### config.mk
export PLATFORM = sky130hd
export DESIGN_NAME = led_strip_frame_builder_unit_flat
export DESIGN_NICKNAME = d
export VERILOG_FILES = /design/src/rtl/core/lsfb_pkg.sv /design/src/rtl/core/lsfb_cmd_if.sv /design/src/rtl/core/lsfb_res_if.sv /design/src/rtl/core/lsfb_ram.sv /design/src/rtl/core/lsfb_pixel_mem.sv /design/src/rtl/core/lsfb_seq.sv /design/src/rtl/core/led_strip_frame_builder_unit.sv /design/src/flat_wrapper.sv
export SDC_FILE = /design/constraint.sdc
export NUM_CORES = 2
export LEC_CHECK = 0
export ABC_AREA = 1
export BUFFER_PORTS_ARGS = -buffer_cell sky130_fd_sc_hd__buf_2
export CAP_MARGIN = 30
export CORE_ASPECT_RATIO = 0.7
export CORE_MARGIN = 3
export CORE_UTILIZATION = 30
export CTS_CLUSTER_DIAMETER = 50
export CTS_CLUSTER_SIZE = 30
export DETAILED_ROUTE_END_ITERATION = 10
export SLEW_MARGIN = 20
export SYNTH_ARGS = -nofsm -noshare
export SYNTH_HDL_FRONTEND = slang
export SYNTH_SLANG_ARGS = --single-unit
### constraint.sdc
create_clock -name clk_i -period 14.91 [get_ports clk_i]
set_input_delay 1.491 -clock clk_i [delete_from_list [all_inputs] [get_ports clk_i]]
set_output_delay 1.491 -clock clk_i [all_outputs]
set_load 0.02 [all_outputs]
### src/rtl/core/lsfb_pkg.sv
// ----------------------------------------------------------------------------
// lsfb_pkg
// Shared types and constants of the LED strip frame builder.
// ----------------------------------------------------------------------------
`default_nettype none

package lsfb_pkg;

  localparam int unsigned MaxPixels = 64;
  localparam int unsigned PixIdxW   = $clog2(MaxPixels);
  localparam int unsigned ByteW     = 8;
  localparam int unsigned RowW      = 3 * ByteW;
  localparam int unsigned CntW      = 7;
  localparam int unsigned SlotW     = 2;
  localparam int unsigned PosW      = 9;
  localparam int unsigned CfgIdxW   = 3;
  localparam int unsigned CfgDataW  = 8;
  localparam int unsigned InIdxW    = 6;

  localparam logic [ByteW-1:0] StartByte   = 8'h00;
  localparam logic [ByteW-1:0] PixelHeader = 8'hE3;
  localparam logic [ByteW-1:0] EndByte     = 8'hFF;
  localparam logic [PosW-1:0]  StartBytes  = 9'd4;
  localparam logic [PosW-1:0]  EndLastOff  = 9'd3;
  localparam logic [CntW-1:0]  MaxCount    = CntW'(MaxPixels);

  typedef enum logic [1:0] {
    OP_SET_PIXEL = 2'd0,
    OP_CLEAR     = 2'd1,
    OP_START     = 2'd2,
    OP_TICK      = 2'd3
  } opcode_e;

  typedef enum logic [CfgIdxW-1:0] {
    REG_PIXEL_COUNT = 3'd0,
    REG_BRIGHTNESS  = 3'd1,
    REG_RED_SLOT    = 3'd2,
    REG_GREEN_SLOT  = 3'd3,
    REG_BLUE_SLOT   = 3'd4
  } reg_idx_e;

  typedef enum logic {
    ST_IDLE,
    ST_PROC
  } seq_state_e;

  typedef struct packed {
    opcode_e           opcode;
    logic [InIdxW-1:0] pixel_index;
    logic [ByteW-1:0]  red;
    logic [ByteW-1:0]  green;
    logic [ByteW-1:0]  blue;
  } cmd_t;

  typedef struct packed {
    logic             out_valid;
    logic [ByteW-1:0] out_byte;
    logic             frame_last;
    logic             busy_res;
    logic             rejected;
  } res_t;

  typedef struct packed {
    logic [CntW-1:0]  pixel_count;
    logic [ByteW-1:0] brightness;
    logic [SlotW-1:0] red_slot;
    logic [SlotW-1:0] green_slot;
    logic [SlotW-1:0] blue_slot;
  } cfg_t;

  typedef struct packed {
    logic               rd_en;
    logic [PixIdxW-1:0] rd_addr;
    logic               wr_en;
    logic [PixIdxW-1:0] wr_addr;
    logic [RowW-1:0]    wr_data;
    logic               clear;
  } mem_req_t;

endpackage

`default_nettype wire

### src/rtl/core/lsfb_cmd_if.sv
// ----------------------------------------------------------------------------
// lsfb_cmd_if
// Command channel: valid/ready handshake with a command payload.
// ----------------------------------------------------------------------------
`default_nettype none

interface lsfb_cmd_if
  import lsfb_pkg::*;
();
  logic valid;
  logic ready;
  cmd_t payload;

  modport source (output valid, output payload, input ready);
  modport sink   (input valid, input payload, output ready);
endinterface

`default_nettype wire

### src/rtl/core/lsfb_res_if.sv
// ----------------------------------------------------------------------------
// lsfb_res_if
// Result channel: valid/ready handshake with a result payload.
// ----------------------------------------------------------------------------
`default_nettype none

interface lsfb_res_if
  import lsfb_pkg::*;
();
  logic valid;
  logic ready;
  res_t payload;

  modport source (output valid, output payload, input ready);
  modport sink   (input valid, input payload, output ready);
endinterface

`default_nettype wire

### src/rtl/core/lsfb_ram.sv
// ----------------------------------------------------------------------------
// lsfb_ram
// Generic single-write, single-read RAM with registered read data.
// ----------------------------------------------------------------------------
`default_nettype none

module lsfb_ram #(
  parameter int unsigned Width = 8,
  parameter int unsigned Depth = 64
) (
  input  wire logic                     clk_i,
  input  wire logic                     we_i,
  input  wire logic [$clog2(Depth)-1:0] waddr_i,
  input  wire logic [Width-1:0]         wdata_i,
  input  wire logic                     re_i,
  input  wire logic [$clog2(Depth)-1:0] raddr_i,
  output logic      [Width-1:0]         rdata_o
);

  logic [Width-1:0] mem_q [Depth];
  logic [Width-1:0] rdata_q;

  always_ff @(posedge clk_i) begin
    if (we_i) begin
      mem_q[waddr_i] <= wdata_i;
    end
    if (re_i) begin
      rdata_q <= mem_q[raddr_i];
    end
  end

  assign rdata_o = rdata_q;

endmodule

`default_nettype wire

### src/rtl/core/lsfb_pixel_mem.sv
// ----------------------------------------------------------------------------
// lsfb_pixel_mem
// Pixel row store: one 24-bit row per LED, with per-row valid bits so that
// reset and clear take effect at once; an invalid row reads as zero.
// ----------------------------------------------------------------------------
`default_nettype none

module lsfb_pixel_mem
  import lsfb_pkg::*;
(
  input  wire logic            clk_i,
  input  wire logic            rst_ni,
  input  wire mem_req_t        req_i,
  output logic     [RowW-1:0] rdata_o
);

  logic [MaxPixels-1:0] row_vld_q;
  logic [MaxPixels-1:0] row_vld_d;
  logic                 rd_vld_q;
  logic [RowW-1:0]      ram_rdata;

  lsfb_ram #(
    .Width (RowW),
    .Depth (MaxPixels)
  ) u_ram (
    .clk_i   (clk_i),
    .we_i    (req_i.wr_en),
    .waddr_i (req_i.wr_addr),
    .wdata_i (req_i.wr_data),
    .re_i    (req_i.rd_en),
    .raddr_i (req_i.rd_addr),
    .rdata_o (ram_rdata)
  );

  always_comb begin
    row_vld_d = row_vld_q;
    if (req_i.clear) begin
      row_vld_d = '0;
    end else if (req_i.wr_en) begin
      row_vld_d[req_i.wr_addr] = 1'b1;
    end
  end

  always_ff @(posedge clk_i or negedge rst_ni) begin
    if (!rst_ni) begin
      row_vld_q <= '0;
      rd_vld_q  <= 1'b0;
    end else begin
      row_vld_q <= row_vld_d;
      if (req_i.rd_en) begin
        rd_vld_q <= row_vld_q[req_i.rd_addr];
      end
    end
  end

  assign rdata_o = ram_rdata & {RowW{rd_vld_q}};

endmodule

`default_nettype wire

### src/rtl/core/lsfb_seq.sv
// ----------------------------------------------------------------------------
// lsfb_seq
// Command sequencer: issues the row read, then builds the result, writes
// back merged pixel rows, steps the frame position and holds the result.
// ----------------------------------------------------------------------------
`default_nettype none

module lsfb_seq
  import lsfb_pkg::*;
(
  input  wire logic            clk_i,
  input  wire logic            rst_ni,
  input  wire cfg_t            cfg_i,
  lsfb_cmd_if.sink             cmd,
  lsfb_res_if.source           res,
  output mem_req_t             mem_req_o,
  input  wire logic [RowW-1:0] mem_rdata_i
);

  seq_state_e       state_q, state_d;
  cmd_t             cmd_q;
  logic             frame_active_q, frame_active_d;
  logic [PosW-1:0]  frame_pos_q, frame_pos_d;
  res_t             res_q, res_d;
  logic             res_full_q, res_full_d;

  logic             accept;
  logic             load;
  logic [CntW-1:0]  eff_count;
  logic [PosW-1:0]  body_end;
  logic [PosW-1:0]  body_off;
  logic [1:0]       sub_sel;
  logic [ByteW-1:0] raw_byte;
  logic [2*ByteW-1:0] product;
  logic [ByteW-1:0] color_byte;
  logic [RowW-1:0]  merged_row;
  logic             idx_in_range;
  logic             set_write;

  function automatic logic [RowW-1:0] put_byte(input logic [RowW-1:0]  row,
                                               input logic [SlotW-1:0] slot,
                                               input logic [ByteW-1:0] val);
    logic [RowW-1:0] r;
    r = row;
    case (slot)
      2'd0:    r[0*ByteW +: ByteW] = val;
      2'd1:    r[1*ByteW +: ByteW] = val;
      2'd2:    r[2*ByteW +: ByteW] = val;
      default: r = row;
    endcase
    return r;
  endfunction

  assign eff_count = (cfg_i.pixel_count > MaxCount) ? MaxCount : cfg_i.pixel_count;
  assign body_end  = StartBytes + {eff_count, 2'b00};
  assign body_off  = frame_pos_q - StartBytes;
  assign sub_sel   = body_off[1:0];

  // next state
  always_comb begin
    state_d = state_q;
    unique case (state_q)
      ST_IDLE: if (cmd.valid) state_d = ST_PROC;
      ST_PROC: if (!res_full_q || res.ready) state_d = ST_IDLE;
      default: state_d = ST_IDLE;
    endcase
  end

  // outputs
  always_comb begin
    cmd.ready         = 1'b0;
    accept            = 1'b0;
    load              = 1'b0;
    mem_req_o         = '0;
    unique case (state_q)
      ST_IDLE: begin
        cmd.ready         = 1'b1;
        accept            = cmd.valid;
        mem_req_o.rd_en   = cmd.valid && ((cmd.payload.opcode == OP_SET_PIXEL) ||
                                          (cmd.payload.opcode == OP_TICK));
        mem_req_o.rd_addr = (cmd.payload.opcode == OP_SET_PIXEL)
                          ? PixIdxW'(cmd.payload.pixel_index)
                          : body_off[PixIdxW+1:2];
      end
      ST_PROC: begin
        load              = !res_full_q || res.ready;
        mem_req_o.wr_en   = load && set_write;
        mem_req_o.wr_addr = PixIdxW'(cmd_q.pixel_index);
        mem_req_o.wr_data = merged_row;
        mem_req_o.clear   = load && !frame_active_q && (cmd_q.opcode == OP_CLEAR);
      end
      default: begin
        cmd.ready = 1'b0;
      end
    endcase
  end

  assign idx_in_range = {1'b0, cmd_q.pixel_index} < eff_count;
  assign set_write    = !frame_active_q && (cmd_q.opcode == OP_SET_PIXEL) && idx_in_range;

  always_comb begin
    merged_row = mem_rdata_i;
    if (cfg_i.red_slot != 2'd3) begin
      merged_row = put_byte(merged_row, cfg_i.red_slot, cmd_q.red);
    end
    if (cfg_i.green_slot != 2'd3) begin
      merged_row = put_byte(merged_row, cfg_i.green_slot, cmd_q.green);
    end
    if (cfg_i.blue_slot != 2'd3) begin
      merged_row = put_byte(merged_row, cfg_i.blue_slot, cmd_q.blue);
    end
  end

  always_comb begin
    case (sub_sel)
      2'd1:    raw_byte = mem_rdata_i[0*ByteW +: ByteW];
      2'd2:    raw_byte = mem_rdata_i[1*ByteW +: ByteW];
      2'd3:    raw_byte = mem_rdata_i[2*ByteW +: ByteW];
      default: raw_byte = '0;
    endcase
    product    = raw_byte * cfg_i.brightness;
    color_byte = (cfg_i.brightness != '0) ? product[2*ByteW-1:ByteW] : raw_byte;
  end

  // result and frame update
  always_comb begin
    res_d          = '0;
    frame_active_d = frame_active_q;
    frame_pos_d    = frame_pos_q;
    if (cmd_q.opcode != OP_TICK) begin
      if (frame_active_q) begin
        res_d.rejected = 1'b1;
        res_d.busy_res = 1'b1;
      end else if (cmd_q.opcode == OP_START) begin
        frame_active_d = 1'b1;
        frame_pos_d    = '0;
        res_d.busy_res = 1'b1;
      end
    end else if (frame_active_q) begin
      res_d.out_valid = 1'b1;
      if (frame_pos_q < StartBytes) begin
        res_d.out_byte = StartByte;
      end else if (frame_pos_q < body_end) begin
        res_d.out_byte = (sub_sel == 2'd0) ? PixelHeader : color_byte;
      end else begin
        res_d.out_byte   = EndByte;
        res_d.frame_last = (frame_pos_q - body_end) >= EndLastOff;
      end
      if (res_d.frame_last) begin
        frame_active_d = 1'b0;
        frame_pos_d    = '0;
      end else begin
        frame_pos_d    = frame_pos_q + 1'b1;
        res_d.busy_res = 1'b1;
      end
    end
  end

  assign res_full_d = load ? 1'b1 : (res_full_q && !res.ready);

  always_ff @(posedge clk_i or negedge rst_ni) begin
    if (!rst_ni) begin
      state_q        <= ST_IDLE;
      frame_active_q <= 1'b0;
      frame_pos_q    <= '0;
      res_full_q     <= 1'b0;
    end else begin
      state_q    <= state_d;
      res_full_q <= res_full_d;
      if (load) begin
        frame_active_q <= frame_active_d;
        frame_pos_q    <= frame_pos_d;
      end
    end
  end

  always_ff @(posedge clk_i) begin
    if (accept) begin
      cmd_q <= cmd.payload;
    end
    if (load) begin
      res_q <= res_d;
    end
  end

  assign res.valid   = res_full_q;
  assign res.payload = res_q;

endmodule

`default_nettype wire

### src/rtl/core/led_strip_frame_builder_unit.sv
// ----------------------------------------------------------------------------
// led_strip_frame_builder_unit
// Serial LED strip frame builder: pixel store, color order and brightness
// registers, and a byte-per-tick frame sequencer.
// ----------------------------------------------------------------------------
// Flow: the command is registered in the accept state and the result in
//   the process state that every command passes through; a full result
//   holds off, and a new command is taken only back in the accept state.
// Reset: registers take their defaults and all pixel rows read as zero at
//   once through per-row valid bits; clear likewise takes one command.
`default_nettype none

module led_strip_frame_builder_unit
  import lsfb_pkg::*;
(
  input  wire logic                clk_i,
  input  wire logic                rst_ni,
  input  wire logic                cfg_we_i,
  input  wire logic [CfgIdxW-1:0]  cfg_idx_i,
  input  wire logic [CfgDataW-1:0] cfg_wdata_i,
  lsfb_cmd_if.sink                 cmd,
  lsfb_res_if.source               res
);

  cfg_t            cfg_q;
  mem_req_t        mem_req;
  logic [RowW-1:0] mem_rdata;

  always_ff @(posedge clk_i or negedge rst_ni) begin
    if (!rst_ni) begin
      cfg_q.pixel_count <= CntW'(35);
      cfg_q.brightness  <= '0;
      cfg_q.red_slot    <= SlotW'(2);
      cfg_q.green_slot  <= SlotW'(1);
      cfg_q.blue_slot   <= SlotW'(0);
    end else if (cfg_we_i) begin
      unique case (cfg_idx_i)
        REG_PIXEL_COUNT: cfg_q.pixel_count <= cfg_wdata_i[CntW-1:0];
        REG_BRIGHTNESS:  cfg_q.brightness  <= cfg_wdata_i[ByteW-1:0];
        REG_RED_SLOT:    cfg_q.red_slot    <= cfg_wdata_i[SlotW-1:0];
        REG_GREEN_SLOT:  cfg_q.green_slot  <= cfg_wdata_i[SlotW-1:0];
        REG_BLUE_SLOT:   cfg_q.blue_slot   <= cfg_wdata_i[SlotW-1:0];
        default:         cfg_q             <= cfg_q;
      endcase
    end
  end

  lsfb_pixel_mem u_pixel_mem (
    .clk_i   (clk_i),
    .rst_ni  (rst_ni),
    .req_i   (mem_req),
    .rdata_o (mem_rdata)
  );

  lsfb_seq u_seq (
    .clk_i       (clk_i),
    .rst_ni      (rst_ni),
    .cfg_i       (cfg_q),
    .cmd         (cmd),
    .res         (res),
    .mem_req_o   (mem_req),
    .mem_rdata_i (mem_rdata)
  );

endmodule

`default_nettype wire
### src/flat_wrapper.sv
// flat-port wrapper written by rule: the top's interface ports become plain ports
module led_strip_frame_builder_unit_flat import lsfb_pkg::*;
  (clk_i, rst_ni, cfg_we_i, cfg_idx_i, cfg_wdata_i, cmd_valid, cmd_payload, cmd_ready, res_valid, res_payload, res_ready);
  lsfb_cmd_if cmd_i ();
  lsfb_res_if res_i ();
  input  wire logic clk_i;
  input  wire logic rst_ni;
  input  wire logic cfg_we_i;
  input  wire logic [CfgIdxW-1:0] cfg_idx_i;
  input  wire logic [CfgDataW-1:0] cfg_wdata_i;
  input wire logic [$bits(cmd_i.valid)-1:0] cmd_valid;
  input wire logic [$bits(cmd_i.payload)-1:0] cmd_payload;
  output wire logic [$bits(cmd_i.ready)-1:0] cmd_ready;
  output wire logic [$bits(res_i.valid)-1:0] res_valid;
  output wire logic [$bits(res_i.payload)-1:0] res_payload;
  input wire logic [$bits(res_i.ready)-1:0] res_ready;
  assign cmd_i.valid = cmd_valid;
  assign cmd_i.payload = cmd_payload;
  assign cmd_ready = cmd_i.ready;
  assign res_valid = res_i.valid;
  assign res_payload = res_i.payload;
  assign res_i.ready = res_ready;
  led_strip_frame_builder_unit u_core (.clk_i(clk_i), .rst_ni(rst_ni), .cfg_we_i(cfg_we_i), .cfg_idx_i(cfg_idx_i), .cfg_wdata_i(cfg_wdata_i), .cmd(cmd_i), .res(res_i));
endmodule
==> results.json <==
{
  "status": "finished, final reports clean",
  "initial_utilization_pct": 30.4,
  "dieArea_um2": 246000,
  "synth.distinct_cells": 39,
  "slew_headroom_pct": 25.1,
  "hold_ws_ns": 0.500,
  "holdPathStages": 2,
  "gr-max-usage-layer": "met1",
  "cp.required_ns": 15.42,
  "syn_inst": 5690,
  "route.detailed.drc": 0,
  "synth-seq-cells": 1702,
  "drive_gt1_share_pct": 9.36,
  "overflow": 0,
  "avgSynthCellArea_um2": 12.7,
  "netlist_area_um2": 72000,
  "vdd_drop_max_mv": 0.158,
  "place.gp.congestion": 0.872,
  "grt_max_degree": 164,
  "dp_hpwl_mm": 126,
  "clkLatencyLatePin_ns": 0.76,
  "cts_resized": 0,
  "fin_nets": 5777,
  "fmax_ghz": 0.162,
  "rsz0062_at_grt": "no",
  "tritoncts": "done",
  "power.leakage_uw": 0.0261,
  "postCtsSetupRepairBufs": 0,
  "max_stage_delay_ns": 0.76,
  "power_density_nw_per_um2": 191,
  "hold_buffers": 0,
  "grt_usage_pct": 17.5,
  "use_met2_pct": 23.2,
  "wl_per_cell_um": 24.9,
  "finalWirelength_mm": 222,
  "numCtsBuffers": 113,
  "drtPass1Iterations": 6,
  "grt_pass1_vias": 44200,
  "ant_nets": 0,
  "maxSlewViolCount": 0,
  "fp.coreArea_um2": 237000,
  "die_h_um": 416,
  "cp_cell_sequence": "buf_2, inv_1, ha_1, inv_2, a21oi_1, o21ai_4, inv_8, buf_4, buf_4, buf_16, buf_4, o22ai_1, o211ai_1, nand3_1, nand3_1, nand2_1",
  "hp-class": "flop to flop",
  "critical_path.slowest_cell": "buf_4",
  "finalCriticalPeriod_ns": 6.17,
  "r2r_cells": 18,
  "grt_pass1_wl_mm": 320,
  "yosysSeqAreaShare_pct": 70.3,
  "post-route-period-util_pct": 41.4,
  "ctsHtreeMaxLevel": 3,
  "area_growth_pct": 12.2,
  "cts_num_sinks": 1702,
  "vias": 47900,
  "clkTransAtPathRegs_ns": 0.09,
  "die_x_um": 592,
  "hold_viol": 0,
  "via_per_inst": 5.37,
  "setup_viol": 0,
  "netlist.area_leader.share_pct": 66.9,
  "worstSetupEndpointType": "flop",
  "worstSetupPathType": "input pin to flop",
  "crit_arrival_ns": 6.68,
  "maxCapViolCount": 0,
  "start_kind": "input pin",
  "yosysTopAreaCell": "edfxtp_1",
  "cts_buffer_depth": 3,
  "root_buffer": "clkbuf_16",
  "drt_iter0_markers": 7358,
  "yosys-top-cells-area": "edfxtp_1, o211ai_1, dfrtp_1, o21ai_0, nor2_1",
  "tightestPinTransition_ns": 1.12,
  "worstPathMaxFanout": 114,
  "grt_use_met1_pct": 27.0,
  "final.setup.tns_ns": 0,
  "gr-usage-met3_pct": 6.03,
  "port_buffers": 61,
  "num_rows": 149,
  "synth_nets": 5827,
  "antenna_found_initial": 19,
  "skew_ns": 0.0424,
  "synth-warning-count": 0,
  "power_uw": 15400,
  "io_pins": 62,
  "crit_top_cell": "buf_4"
}
layer usage:
layer / part of all wire, % / up-vias / routed length (um)
met5: 0.011 / - / 24
met4: 2.1 / 4 / 4550
met3: 14 / 271 / 31500
met2: 39 / 2583 / 87200
met1: 44 / 24000 / 98300
li1: - / 21000 / -
cells in the mapped netlist (all sizes together):
library cell and instances:
edfxtp 1604, o21ai 756, o211ai 700, nor2 555, inv 329, nand2 318
nand3 309, or2 292, clkbuf 267, buf 119, a21oi 94, dfrtp 93
o22ai 92, ha 53, fa 36, xor2 13, nor3 9, nand4 7
o221ai 7, xnor2 7, a31oi 6, dfstp 5, o21a 5, nor4 3
o21bai 3, a21o 2, nand3b 2, a221oi 1, clkinv 1, o311ai 1
o31ai 1
placed cells by master, fill, tap and decap left out, types with 17 or more instances in the layout:
cell | netlist | routed
o21ai_0 | 435 | 435
ha_1 | 53 | 53
fa_1 | 36 | 36
clkbuf_16 | 0 | 115
or2_0 | 116 | 116
inv_6 | 0 | 26
buf_2 | 79 | 60
nand2_1 | 317 | 317
edfxtp_1 | 1604 | 1604
a21oi_1 | 94 | 74
o21ai_1 | 319 | 318
a21oi_4 | 0 | 20
o211ai_1 | 700 | 700
inv_8 | 0 | 17
dfrtp_1 | 93 | 92
nor2_1 | 555 | 507
or2_1 | 172 | 172
inv_1 | 323 | 309
buf_4 | 3 | 145
nand3_1 | 309 | 308
nor2_2 | 0 | 46
o22ai_1 | 92 | 92
power breakdown:
group	total (uW)	switching, uW	internal, uW
registers	6080	134	5950
logic	5780	4370	1410
clock network	3550	1870	1690
total	15400	6370	9050
through the flow:
stage	utilization (%)	setup slack (ns)	cells	area [um^2]
6_report	34.1	8.74	8912	80900
3_3_place_gp	32.2	8.01	8670	76300
4_1_cts	34.0	8.71	8893	80600
2_1_floorplan	-	10.09	5690	72000
3_5_place_dp	32.2	7.90	8679	76400
5_1_grt	34.1	8.42	8910	80900
layout make-up:
type / count / area (um^2)
multi-input cells: 3272 / 19100
repair buffers: 221 / 1720
fillers: 23000 / 156000
inverters: 330 / 1270
clock inverters: 93 / 1280
clock buffers: 121 / 2900
flip-flops and latches: 1702 / 50600
diodes: 2 / 5.00
well taps: 3171 / 3970
worst max-delay path, delay by kind of cell:
kind	cells	cell delay, ns
AO/OA/AOI/OAI	4	1.25
AND/OR/NAND/NOR	3	0.34
adder cells (fa/ha/maj)	1	0.43
buffers and inverters	8	2.96
worst paths after layout:
check | slack (ns) | from | end
max | 8.74 | cmd_payload[30] | u_core.u_pixel_mem.u_ram.rdata_o[12]$_DFFE_PP_
min | 0.50 | u_core.cfg_q[17]$_DFFE_PN0P_ | u_core.cfg_q[17]$_DFFE_PN0P_
max reg2reg | 8.80 | u_core.u_seq.frame_pos_q[1]$_DFFE_PN0P_ | u_core.u_seq.res.payload[9]$_SDFFCE_PP0P_
min reg2reg | 0.50 | u_core.cfg_q[17]$_DFFE_PN0P_ | u_core.cfg_q[17]$_DFFE_PN0P_
max in group asynchronous | 12.85 | rst_ni | u_core.u_pixel_mem.rd_vld_q$_DFFE_PN0P_
min in group asynchronous | 0.80 | rst_ni | u_core.u_pixel_mem.row_vld_q[46]$_DFFE_PN0P_
registers in the layout (all words and copies together) (netlist names):
name                              count
u_core.u_seq.frame_pos_q              9
u_core.u_pixel_mem.rd_vld_q           1
u_core.u_seq.cmd_q                   32
u_core.cfg_q                         21
u_core.u_seq.frame_active_q           1
u_core.u_seq.res.valid                1
u_core.u_seq.res.payload             12
u_core.u_pixel_mem.row_vld_q         64
u_core.u_seq.state_q                  1
u_core.u_pixel_mem.u_ram.rdata_o     24
u_core.u_pixel_mem.u_ram.mem_q     1536
cells by family after synthesis:
kind of cell	share of synthesized area [%]
flops	70.3
compound gates	14.3
simple gates	9.40
buf+inv	3.88
fa+ha+maj	1.92
xor+xnor	0.243
Power figures use the tool's default switching activity.
